==> src/sv/mlc_pkg.sv <==
`timescale 1ns / 1ps
// Shared types, constants and code tables for the Morse letter codec.
// Used by every module of the codec; depends on nothing.

package mlc_pkg;

	localparam int MAX_CODE_LEN = 4;
	localparam int MAX_RESULTS  = 5;
	localparam int QUEUE_DEPTH  = 2;
	localparam int QPTR_W       = $clog2(QUEUE_DEPTH);
	localparam int TREE_SIZE    = 30;

	localparam logic [7:0] SPACE_BYTE = 8'h20;
	localparam logic [7:0] STAR_BYTE  = 8'h2A;

	localparam logic [2:0] CFG_DIRECTION    = 3'd0;
	localparam logic [2:0] CFG_SHORT_CHAR   = 3'd1;
	localparam logic [2:0] CFG_LONG_CHAR    = 3'd2;
	localparam logic [2:0] CFG_GAP_CHAR     = 3'd3;
	localparam logic [2:0] CFG_WORD_GAP_LEN = 3'd4;

	localparam logic [7:0] TREE_ROWS [TREE_SIZE] = '{
		"e", "t",
		"i", "a", "n", "m",
		"s", "u", "r", "w", "d", "k", "g", "o",
		"h", "v", "f", "*", "l", "*", "p", "j",
		"b", "x", "c", "y", "z", "q", "*", "*"
	};

	typedef struct packed {
		logic [7:0] ch;
		logic       bad;
	} res_t;

	typedef struct packed {
		logic [2:0]                   count;
		res_t [MAX_RESULTS-1:0]       res;
	} job_t;

	typedef struct packed {
		logic       valid;
		logic [2:0] len;
		logic [3:0] bits;
	} enc_t;

	function automatic enc_t letter_code(input logic [7:0] c);
		enc_t e;
		e = '{valid: 1'b1, len: 3'd0, bits: 4'd0};
		case (c)
			"e": begin e.len = 3'd1; e.bits = 4'b0000; end
			"t": begin e.len = 3'd1; e.bits = 4'b0001; end
			"i": begin e.len = 3'd2; e.bits = 4'b0000; end
			"a": begin e.len = 3'd2; e.bits = 4'b0001; end
			"n": begin e.len = 3'd2; e.bits = 4'b0010; end
			"m": begin e.len = 3'd2; e.bits = 4'b0011; end
			"s": begin e.len = 3'd3; e.bits = 4'b0000; end
			"u": begin e.len = 3'd3; e.bits = 4'b0001; end
			"r": begin e.len = 3'd3; e.bits = 4'b0010; end
			"w": begin e.len = 3'd3; e.bits = 4'b0011; end
			"d": begin e.len = 3'd3; e.bits = 4'b0100; end
			"k": begin e.len = 3'd3; e.bits = 4'b0101; end
			"g": begin e.len = 3'd3; e.bits = 4'b0110; end
			"o": begin e.len = 3'd3; e.bits = 4'b0111; end
			"h": begin e.len = 3'd4; e.bits = 4'b0000; end
			"v": begin e.len = 3'd4; e.bits = 4'b0001; end
			"f": begin e.len = 3'd4; e.bits = 4'b0010; end
			"l": begin e.len = 3'd4; e.bits = 4'b0100; end
			"p": begin e.len = 3'd4; e.bits = 4'b0110; end
			"j": begin e.len = 3'd4; e.bits = 4'b0111; end
			"b": begin e.len = 3'd4; e.bits = 4'b1000; end
			"x": begin e.len = 3'd4; e.bits = 4'b1001; end
			"c": begin e.len = 3'd4; e.bits = 4'b1010; end
			"y": begin e.len = 3'd4; e.bits = 4'b1011; end
			"z": begin e.len = 3'd4; e.bits = 4'b1100; end
			"q": begin e.len = 3'd4; e.bits = 4'b1101; end
			default: e.valid = 1'b0;
		endcase
		return e;
	endfunction

	function automatic res_t decode_letter(input logic [2:0] len, input logic [3:0] bits);
		res_t       r;
		logic [4:0] base;
		logic [4:0] pos;
		logic [3:0] mask;
		r    = '{ch: STAR_BYTE, bad: 1'b1};
		base = 5'((5'd1 << len) - 5'd2);
		mask = 4'((5'd1 << len) - 5'd1);
		pos  = base + {1'b0, bits & mask};
		if (len >= 3'd1 && len <= 3'(MAX_CODE_LEN) && pos < 5'(TREE_SIZE)) begin
			if (TREE_ROWS[pos] != STAR_BYTE) begin
				r.ch  = TREE_ROWS[pos];
				r.bad = 1'b0;
			end
		end
		return r;
	endfunction

endpackage

==> src/sv/mlc_front.sv <==
`timescale 1ns / 1ps
// Front end: configuration registers, input acceptance, decode state and
// construction of the result list for each beat. Depends on mlc_pkg.

module mlc_front (
	input  logic                clk,
	input  logic                arst_n,
	input  logic                cfg_valid,
	output logic                cfg_ready,
	input  logic [2:0]          cfg_index,
	input  logic [7:0]          cfg_data,
	input  logic                in_valid,
	output logic                in_ready,
	input  logic [7:0]          char_in,
	input  logic                end_of_text,
	output logic                push_valid,
	input  logic                push_ready,
	output mlc_pkg::job_t       push_job
);

	logic       direction_q;
	logic [7:0] short_char_q;
	logic [7:0] long_char_q;
	logic [7:0] gap_char_q;
	logic [2:0] word_gap_len_q;

	logic [3:0] code_bits_q,   code_bits_d;
	logic [2:0] code_length_q, code_length_d;
	logic [2:0] gap_count_q,   gap_count_d;
	logic       letter_seen_q, letter_seen_d;

	mlc_pkg::job_t job;
	logic          accept;

	assign cfg_ready = 1'b1;
	assign in_ready  = push_ready;
	assign accept    = in_valid && push_ready;

	always_ff @(posedge clk or negedge arst_n) begin
		if (!arst_n) begin
			direction_q    <= 1'b0;
			short_char_q   <= 8'd46;
			long_char_q    <= 8'd45;
			gap_char_q     <= 8'd32;
			word_gap_len_q <= 3'd3;
		end else if (cfg_valid) begin
			case (cfg_index)
				mlc_pkg::CFG_DIRECTION:    direction_q    <= cfg_data[0];
				mlc_pkg::CFG_SHORT_CHAR:   short_char_q   <= cfg_data;
				mlc_pkg::CFG_LONG_CHAR:    long_char_q    <= cfg_data;
				mlc_pkg::CFG_GAP_CHAR:     gap_char_q     <= cfg_data;
				mlc_pkg::CFG_WORD_GAP_LEN: word_gap_len_q <= cfg_data[2:0];
				default: begin
				end
			endcase
		end
	end

	always_comb begin
		mlc_pkg::enc_t enc;
		logic [3:0]    sym;
		logic [2:0]    n;
		logic [2:0]    limit;
		logic [2:0]    gcn;
		job           = '0;
		code_bits_d   = code_bits_q;
		code_length_d = code_length_q;
		gap_count_d   = gap_count_q;
		letter_seen_d = letter_seen_q;
		n             = 3'd0;
		enc           = mlc_pkg::letter_code(char_in);
		sym           = 4'(enc.bits << (3'd4 - enc.len));
		limit         = (word_gap_len_q == 3'd0) ? 3'd1 : word_gap_len_q;
		gcn           = gap_count_q;
		if (!direction_q) begin
			if (char_in == mlc_pkg::SPACE_BYTE) begin
				job.res[0] = '{ch: gap_char_q, bad: 1'b0};
				job.res[1] = '{ch: gap_char_q, bad: 1'b0};
				n          = 3'd2;
			end else if (enc.valid) begin
				for (int k = 0; k < mlc_pkg::MAX_RESULTS; k++) begin
					if (3'(k) < enc.len) begin
						job.res[k] = '{ch: sym[3-k] ? long_char_q : short_char_q, bad: 1'b0};
					end else if (3'(k) == enc.len) begin
						job.res[k] = '{ch: gap_char_q, bad: 1'b0};
					end
				end
				n = enc.len + 3'd1;
			end
		end else begin
			if (char_in == gap_char_q) begin
				if (letter_seen_q) begin
					job.res[0]    = mlc_pkg::decode_letter(code_length_q, code_bits_q);
					n             = 3'd1;
					code_bits_d   = 4'd0;
					code_length_d = 3'd0;
					letter_seen_d = 1'b0;
				end
				if (gap_count_q != 3'd7) begin
					gcn = gap_count_q + 3'd1;
				end
				if (gcn >= limit) begin
					job.res[n] = '{ch: mlc_pkg::SPACE_BYTE, bad: 1'b0};
					n          = n + 3'd1;
					gcn        = 3'd0;
				end
				gap_count_d = gcn;
			end else if (char_in == long_char_q || char_in == short_char_q) begin
				gap_count_d   = 3'd0;
				letter_seen_d = 1'b1;
				if (code_length_q < 3'(mlc_pkg::MAX_CODE_LEN)) begin
					code_bits_d = {code_bits_q[2:0], char_in == long_char_q};
				end
				if (code_length_q <= 3'(mlc_pkg::MAX_CODE_LEN)) begin
					code_length_d = code_length_q + 3'd1;
				end
			end
			if (end_of_text) begin
				if (letter_seen_d) begin
					job.res[n] = mlc_pkg::decode_letter(code_length_d, code_bits_d);
					n          = n + 3'd1;
				end
				code_bits_d   = 4'd0;
				code_length_d = 3'd0;
				letter_seen_d = 1'b0;
				gap_count_d   = 3'd0;
			end
		end
		job.count = n;
	end

	always_ff @(posedge clk or negedge arst_n) begin
		if (!arst_n) begin
			code_bits_q   <= 4'd0;
			code_length_q <= 3'd0;
			gap_count_q   <= 3'd0;
			letter_seen_q <= 1'b0;
		end else if (accept && direction_q) begin
			code_bits_q   <= code_bits_d;
			code_length_q <= code_length_d;
			gap_count_q   <= gap_count_d;
			letter_seen_q <= letter_seen_d;
		end
	end

	assign push_valid = in_valid && (job.count != 3'd0);
	assign push_job   = job;

endmodule

==> src/sv/mlc_job_queue.sv <==
`timescale 1ns / 1ps
// Short queue of result lists between the front end and the serialiser.
// Depends on mlc_pkg for the job type and the queue depth.

module mlc_job_queue (
	input  logic          clk,
	input  logic          arst_n,
	input  logic          push_valid,
	output logic          push_ready,
	input  mlc_pkg::job_t push_job,
	output logic          pop_valid,
	input  logic          pop_ready,
	output mlc_pkg::job_t pop_job
);

	mlc_pkg::job_t                   entry_q [mlc_pkg::QUEUE_DEPTH];
	logic [mlc_pkg::QPTR_W-1:0]      wr_ptr_q;
	logic [mlc_pkg::QPTR_W-1:0]      rd_ptr_q;
	logic [mlc_pkg::QPTR_W:0]        fill_q;
	logic                            do_push;
	logic                            do_pop;

	assign push_ready = (fill_q != (mlc_pkg::QPTR_W+1)'(mlc_pkg::QUEUE_DEPTH));
	assign pop_valid  = (fill_q != '0);
	assign pop_job    = entry_q[rd_ptr_q];
	assign do_push    = push_valid && push_ready;
	assign do_pop     = pop_valid && pop_ready;

	always_ff @(posedge clk) begin
		if (do_push) begin
			entry_q[wr_ptr_q] <= push_job;
		end
	end

	always_ff @(posedge clk or negedge arst_n) begin
		if (!arst_n) begin
			wr_ptr_q <= '0;
			rd_ptr_q <= '0;
			fill_q   <= '0;
		end else begin
			if (do_push) begin
				wr_ptr_q <= (wr_ptr_q == mlc_pkg::QPTR_W'(mlc_pkg::QUEUE_DEPTH - 1)) ?
					'0 : wr_ptr_q + 1'b1;
			end
			if (do_pop) begin
				rd_ptr_q <= (rd_ptr_q == mlc_pkg::QPTR_W'(mlc_pkg::QUEUE_DEPTH - 1)) ?
					'0 : rd_ptr_q + 1'b1;
			end
			if (do_push && !do_pop) begin
				fill_q <= fill_q + 1'b1;
			end else if (do_pop && !do_push) begin
				fill_q <= fill_q - 1'b1;
			end
		end
	end

endmodule

==> src/sv/mlc_back.sv <==
`timescale 1ns / 1ps
// Back end: walks the result list at the head of the queue, one result per
// beat, into the output register. Depends on mlc_pkg.

module mlc_back (
	input  logic          clk,
	input  logic          arst_n,
	input  logic          pop_valid,
	output logic          pop_ready,
	input  mlc_pkg::job_t pop_job,
	output logic          out_valid,
	input  logic          out_ready,
	output logic [7:0]    char_out,
	output logic          last_of_run,
	output logic          bad_code
);

	logic [2:0]    idx_q;
	logic          out_valid_q;
	logic [7:0]    char_q;
	logic          last_q;
	logic          bad_q;
	logic          emit;
	logic          is_last;
	mlc_pkg::res_t cur;

	assign emit      = pop_valid && (!out_valid_q || out_ready);
	assign is_last   = (idx_q == pop_job.count - 3'd1);
	assign cur       = pop_job.res[idx_q];
	assign pop_ready = emit && is_last;

	always_ff @(posedge clk or negedge arst_n) begin
		if (!arst_n) begin
			idx_q       <= 3'd0;
			out_valid_q <= 1'b0;
		end else begin
			if (emit) begin
				idx_q       <= is_last ? 3'd0 : idx_q + 3'd1;
				out_valid_q <= 1'b1;
			end else if (out_ready) begin
				out_valid_q <= 1'b0;
			end
		end
	end

	always_ff @(posedge clk) begin
		if (emit) begin
			char_q <= cur.ch;
			bad_q  <= cur.bad;
			last_q <= is_last;
		end
	end

	assign out_valid   = out_valid_q;
	assign char_out    = char_q;
	assign last_of_run = last_q;
	assign bad_code    = bad_q;

	a_job_not_empty: assert property (@(posedge clk) disable iff (!arst_n)
		pop_valid |-> (pop_job.count != 3'd0 && pop_job.count <= 3'(mlc_pkg::MAX_RESULTS)))
		else $error("queued result list has an invalid length");

	a_idx_in_range: assert property (@(posedge clk) disable iff (!arst_n)
		pop_valid |-> (idx_q < pop_job.count))
		else $error("result index beyond the end of the list");

	a_last_on_pop: assert property (@(posedge clk) disable iff (!arst_n)
		(emit && is_last) |=> (out_valid_q && last_q && idx_q == 3'd0))
		else $error("final result of a list not flagged as last");

endmodule

==> src/sv/morse_letter_codec.sv <==
`timescale 1ns / 1ps
// Top level of the Morse letter codec: front end, job queue and back end.
// Depends on mlc_pkg, mlc_front, mlc_job_queue and mlc_back.

// The front end takes one input beat per cycle whenever the two-entry job
// queue has room, updates the decode state and turns the byte into a list of
// up to five results; the back end sends them out one per cycle while
// out_ready allows, through a registered output. Each item yields as many
// output beats as it has results: up to five for a four-symbol letter in
// encode mode, at most two in decode mode, none for an ignored byte. Results
// pass through a queue entry and then the output register. Configuration
// writes are always taken and must only be issued while the block is idle.

module morse_letter_codec (
	input  logic       clk,
	input  logic       arst_n,
	input  logic       cfg_valid,
	output logic       cfg_ready,
	input  logic [2:0] cfg_index,
	input  logic [7:0] cfg_data,
	input  logic       in_valid,
	output logic       in_ready,
	input  logic [7:0] char_in,
	input  logic       end_of_text,
	output logic       out_valid,
	input  logic       out_ready,
	output logic [7:0] char_out,
	output logic       last_of_run,
	output logic       bad_code
);

	logic          push_valid;
	logic          push_ready;
	mlc_pkg::job_t push_job;
	logic          pop_valid;
	logic          pop_ready;
	mlc_pkg::job_t pop_job;

	mlc_front u_front (
		.clk         (clk),
		.arst_n      (arst_n),
		.cfg_valid   (cfg_valid),
		.cfg_ready   (cfg_ready),
		.cfg_index   (cfg_index),
		.cfg_data    (cfg_data),
		.in_valid    (in_valid),
		.in_ready    (in_ready),
		.char_in     (char_in),
		.end_of_text (end_of_text),
		.push_valid  (push_valid),
		.push_ready  (push_ready),
		.push_job    (push_job)
	);

	mlc_job_queue u_queue (
		.clk        (clk),
		.arst_n     (arst_n),
		.push_valid (push_valid),
		.push_ready (push_ready),
		.push_job   (push_job),
		.pop_valid  (pop_valid),
		.pop_ready  (pop_ready),
		.pop_job    (pop_job)
	);

	mlc_back u_back (
		.clk         (clk),
		.arst_n      (arst_n),
		.pop_valid   (pop_valid),
		.pop_ready   (pop_ready),
		.pop_job     (pop_job),
		.out_valid   (out_valid),
		.out_ready   (out_ready),
		.char_out    (char_out),
		.last_of_run (last_of_run),
		.bad_code    (bad_code)
	);

endmodule
==> config.mk <==
export PLATFORM = sky130hd
export DESIGN_NAME = morse_letter_codec
export DESIGN_NICKNAME = d
export VERILOG_FILES = /design/src/sv/mlc_pkg.sv /design/src/sv/mlc_front.sv /design/src/sv/mlc_job_queue.sv /design/src/sv/mlc_back.sv /design/src/sv/morse_letter_codec.sv
export SDC_FILE = /design/constraint.sdc
export NUM_CORES = 1
export LEC_CHECK = 0
export BUFFER_PORTS_ARGS = -buffer_cell sky130_fd_sc_hd__buf_2
export CAP_MARGIN = 20
export CORE_MARGIN = 3
export CORE_UTILIZATION = 50
export CTS_CLUSTER_DIAMETER = 100
export DETAILED_ROUTE_END_ITERATION = 7
export PLACE_DENSITY_LB_ADDON = 0.1
export SYNTH_ARGS = -nofsm -noshare
export SYNTH_HDL_FRONTEND = slang
export SYNTH_HIERARCHICAL = 1
export SYNTH_SLANG_ARGS = --single-unit
==> constraint.sdc <==
create_clock -name clk -period 5.95 [get_ports clk]
set_clock_uncertainty 0.05 [all_clocks]
set_input_delay 0.595 -clock clk [delete_from_list [all_inputs] [get_ports clk]]
set_output_delay 0.595 -clock clk [all_outputs]
set_load 0.005 [all_outputs]
==> flow_metrics.py <==
metrics = {
    "timing": {
        "final-hold-violation-count": 0,
        "worst_pin_slew_ns": 0.912,
        "setup_viol": 0,
        "clock.fmax_mhz": 180,
        "period_share_pct": 93.4,
        "slew_violations": 0,
        "period_minus_slack_ns": 5.56,
        "finalSetupTns_ns": 0,
        "whs_ns": 0.216,
        "rsz0062_at_grt": "false",
        "slew_headroom_pct": 39.1,
    },
    "setup_path": {
        "cp.required_ns": 6.06,
        "path_cells": "xor2_1 -> nor4_2 -> and2_4 -> a211o_1 -> mux2_2 -> nor2_1 -> nand2_1 -> ha_1 -> or2_2 -> ha_1 -> fa_1 -> xor2_1 -> nor2_1 -> nand2_1 -> or3_1 -> a21oi_1 -> nor4b_2 -> buf_4 -> nand3_1 -> inv_1 -> a221o_1",
        "critPathCaptureType": "register",
        "arrival_ns": 5.67,
        "slowest_stage": "dfrtp_1",
        "cpPeakStageDelay_ns": 0.49,
        "path_max_fanout": 13,
        "start_kind": "register",
        "path_class": "register to register",
    },
    "routing": {
        "drtIter0Drc": 643,
        "avgViaCountPerCell": 5.86,
        "drtAntennaViolNets": 0,
        "routed_wirelength_um": 23400,
        "drc": 0,
        "dr.pass1.iters": 5,
        "avgRoutedWirePerCell_um": 18.8,
        "routed-via-count": 7302,
    },
    "layout": {
        "drive_gt1_share_pct": 22.2,
        "fin_nets": 1041,
        "diodes": 0,
        "finalNonFillerCells": 1246,
        "area_growth_pct": 9.97,
    },
    "min_path": {
        "hold_class": "input port to async pin",
    },
    "power": {
        "p_int_mw": 2.93,
        "p_sw_share_pct": 39.7,
        "clkPwrFrac_pct": 21.6,
        "p_per_area_mw_per_mm2": 439,
        "ir_worst_vdd_mv": 0.302,
        "combPwrFrac_pct": 45.5,
        "p_leak_nw": 4.45,
        "p_sw_mw": 1.93,
        "power_mw": 4.86,
        "pwr-share-seq_pct": 32.9,
    },
    "synth": {
        "ys_seq_area_share_pct": 43.4,
        "syn_inst": 934,
        "syn-cell-area_mm2": 0.0101,
        "synth-compound-area-share_pct": 13.4,
        "synthFlopType": "edfxtp_1",
        "syn_avg_cell_area_um2": 10.8,
        "synth_seq_cells": 153,
        "synthAdderAreaFrac_pct": 6.12,
        "yosysTopAreaCell": "edfxtp_1",
        "synth_common_cells": "edfxtp_1 (106), nand2_1 (81), nor2_1 (74)",
        "synth_top_area_share_pct": 31.6,
        "post_synth_num_cell_types": 85,
        "synth_mux_area_share_pct": 16.0,
        "synth_top_family_by_area": "multiplexers",
        "synth-async-reset-ratio_pct": 30.7,
        "synth-xor-area-share_pct": 3.90,
        "synth_edf_count": 106,
        "synthSimpleGateAreaFrac_pct": 12.6,
        "synth.most_common_cell": "edfxtp_1",
        "yosys_warnings": 6,
        "synthTopCellsByArea": "edfxtp_1 (32%), dfrtp_1 (8.9%), mux2_2 (8.1%)",
    },
    "die": {
        "die_h_um": 148,
        "coreArea_mm2": 0.0196,
        "io_pins": 38,
        "initial_utilization_pct": 51.4,
        "die_w_um": 148,
        "rows": 51,
        "die_area_mm2": 0.0219,
    },
    "cts": {
        "cts.sinks": 153,
        "clk_pin_slew_worst_paths_ns": 0.07,
        "cts_max_level": 4,
        "clock-root-buffer": "clkbuf_16",
        "clockBufferDepth": 2,
        "cts_tree": "yes",
        "cts_buffers": 17,
        "holdBufCountCts": 0,
        "cts.repair.resized": 0,
        "cts_setup_buffers": 0,
        "clk_latency_ns": 0.42,
    },
    "placed_design": {
        "gp_congestion": 0.898,
        "dp_cells": 1214,
        "dp_hpwl_um": 17200,
        "numPortBuffers": 36,
    },
    "global_routing": {
        "antenna_found_initial": 0,
        "grt_first_pass_wirelength_um": 38000,
        "grt_pass1_vias": 6843,
        "track_usage_pct": 22.0,
        "overflow": 0,
        "grt_max_degree": 50,
    },
    "status": {
        "status": "finished clean",
    },
    "job": {
        "max-cap-violations": 0,
    },
}
==> cells in the final DEF, fill, tap and decap left out, drive strengths merged, types with 13 or more instances in the layout <==
master	instances
xor2	32
buf	55
edfxtp	106
ha	46
mux2i	32
nand2b	13
nand3	15
nor2	74
inv	61
dfrtp	36
o22ai	16
o21ai	60
nand2	83
nor3	16
clkbuf	17
mux2	83
a21oi	51
==> worst paths after layout <==
check / endpoint / slack [ns] / depth (start not counted) / start
worst max-delay path: u_queue/entry_q[1][12] / 0.39 / 21 / u_front/gap_char_q[4]
worst min-delay path: u_front/gap_count_q[2] / 0.22 / 2 / arst_n
max in group asynchronous: u_queue/rd_ptr_q / 5.19 / 2 / arst_n
worst max register to register: u_queue/entry_q[1][12] / 0.39 / 21 / u_front/gap_char_q[4]
min in group clk: u_front/short_char_q[6] / 0.38 / 2 / cfg_data[6]
worst min register to register: u_queue/fill_q[1] / 0.44 / 1 / u_queue/fill_q[1]
==> kinds of logic after synthesis <==
family | Yosys count
AOI/OAI and AO/OA | 207
xor gates and xnor gates | 44
adders and majority gates | 48
buffers and inverters | 96
DFF | 153
muxes | 127
other | 2
and+or+nand+nor | 257
==> cell type report <==
class                           instances  area, um^2
Clock buffer                           17         425
Clock inverter                         15         139
Fill cell                            1720        8520
Inverter                               54         203
Multi-Input combinational cell        687        5270
Sequential cell                       153        4370
Tap cell                              265         332
Timing Repair Buffer                   55         323
==> registers in the layout, summed over array words and instances (netlist names), 2 cells and up <==
signal,flops
u_back/char_out,8
u_back/idx_q,3
u_front/code_bits_q,4
u_front/code_length_q,3
u_front/gap_char_q,8
u_front/gap_count_q,3
u_front/long_char_q,8
u_front/short_char_q,8
u_front/word_gap_len_q,3
u_queue/entry_q,96
u_queue/fill_q,2
==> through the flow <==
stage / instance area (um^2) / worst slack [ns] / util (%)
2_1_floorplan: 10100 / 0.351 / -
3_3_place_gp: 10500 / 0.286 / 53.6
3_5_place_dp: 10500 / 0.222 / 53.6
4_1_cts: 11100 / 0.391 / 56.5
5_1_grt: 11100 / 0.0257 / 56.5
6_report: 11100 / 0.391 / 56.5
==> critical path, delay by kind of cell (launching register included) <==
kind	cells	cell delay, ns
simple gates	10	2.15
fa+ha+maj	3	0.94
compound gates	3	0.66
flops	1	0.49
xor+xnor	2	0.38
mux	1	0.38
buf+inv	2	0.23
==> metal layers <==
layer | track usage (%) | part of all wire, % | vias to the layer above
met5 | 0 | 0 | -
met4 | 7.39 | 2.5 | 0
met3 | 3.65 | 5.1 | 32
met2 | 34.3 | 46 | 210
met1 | 31.6 | 47 | 3549
li1 | - | - | 3511
==> power by group through the flow <==
stage / Combinational [mW] / Sequential, mW / Clock, mW
global route: 2.45 / 1.63 / 1.12
finish: 2.21 / 1.60 / 1.05
detailed placement: 2.19 / 1.62 / 0
floorplan: 1.74 / 1.53 / 0
global placement: 2.20 / 1.61 / 0
CTS: 2.21 / 1.60 / 1.07
No activity file was read; power rests on OpenSTA's default activity.
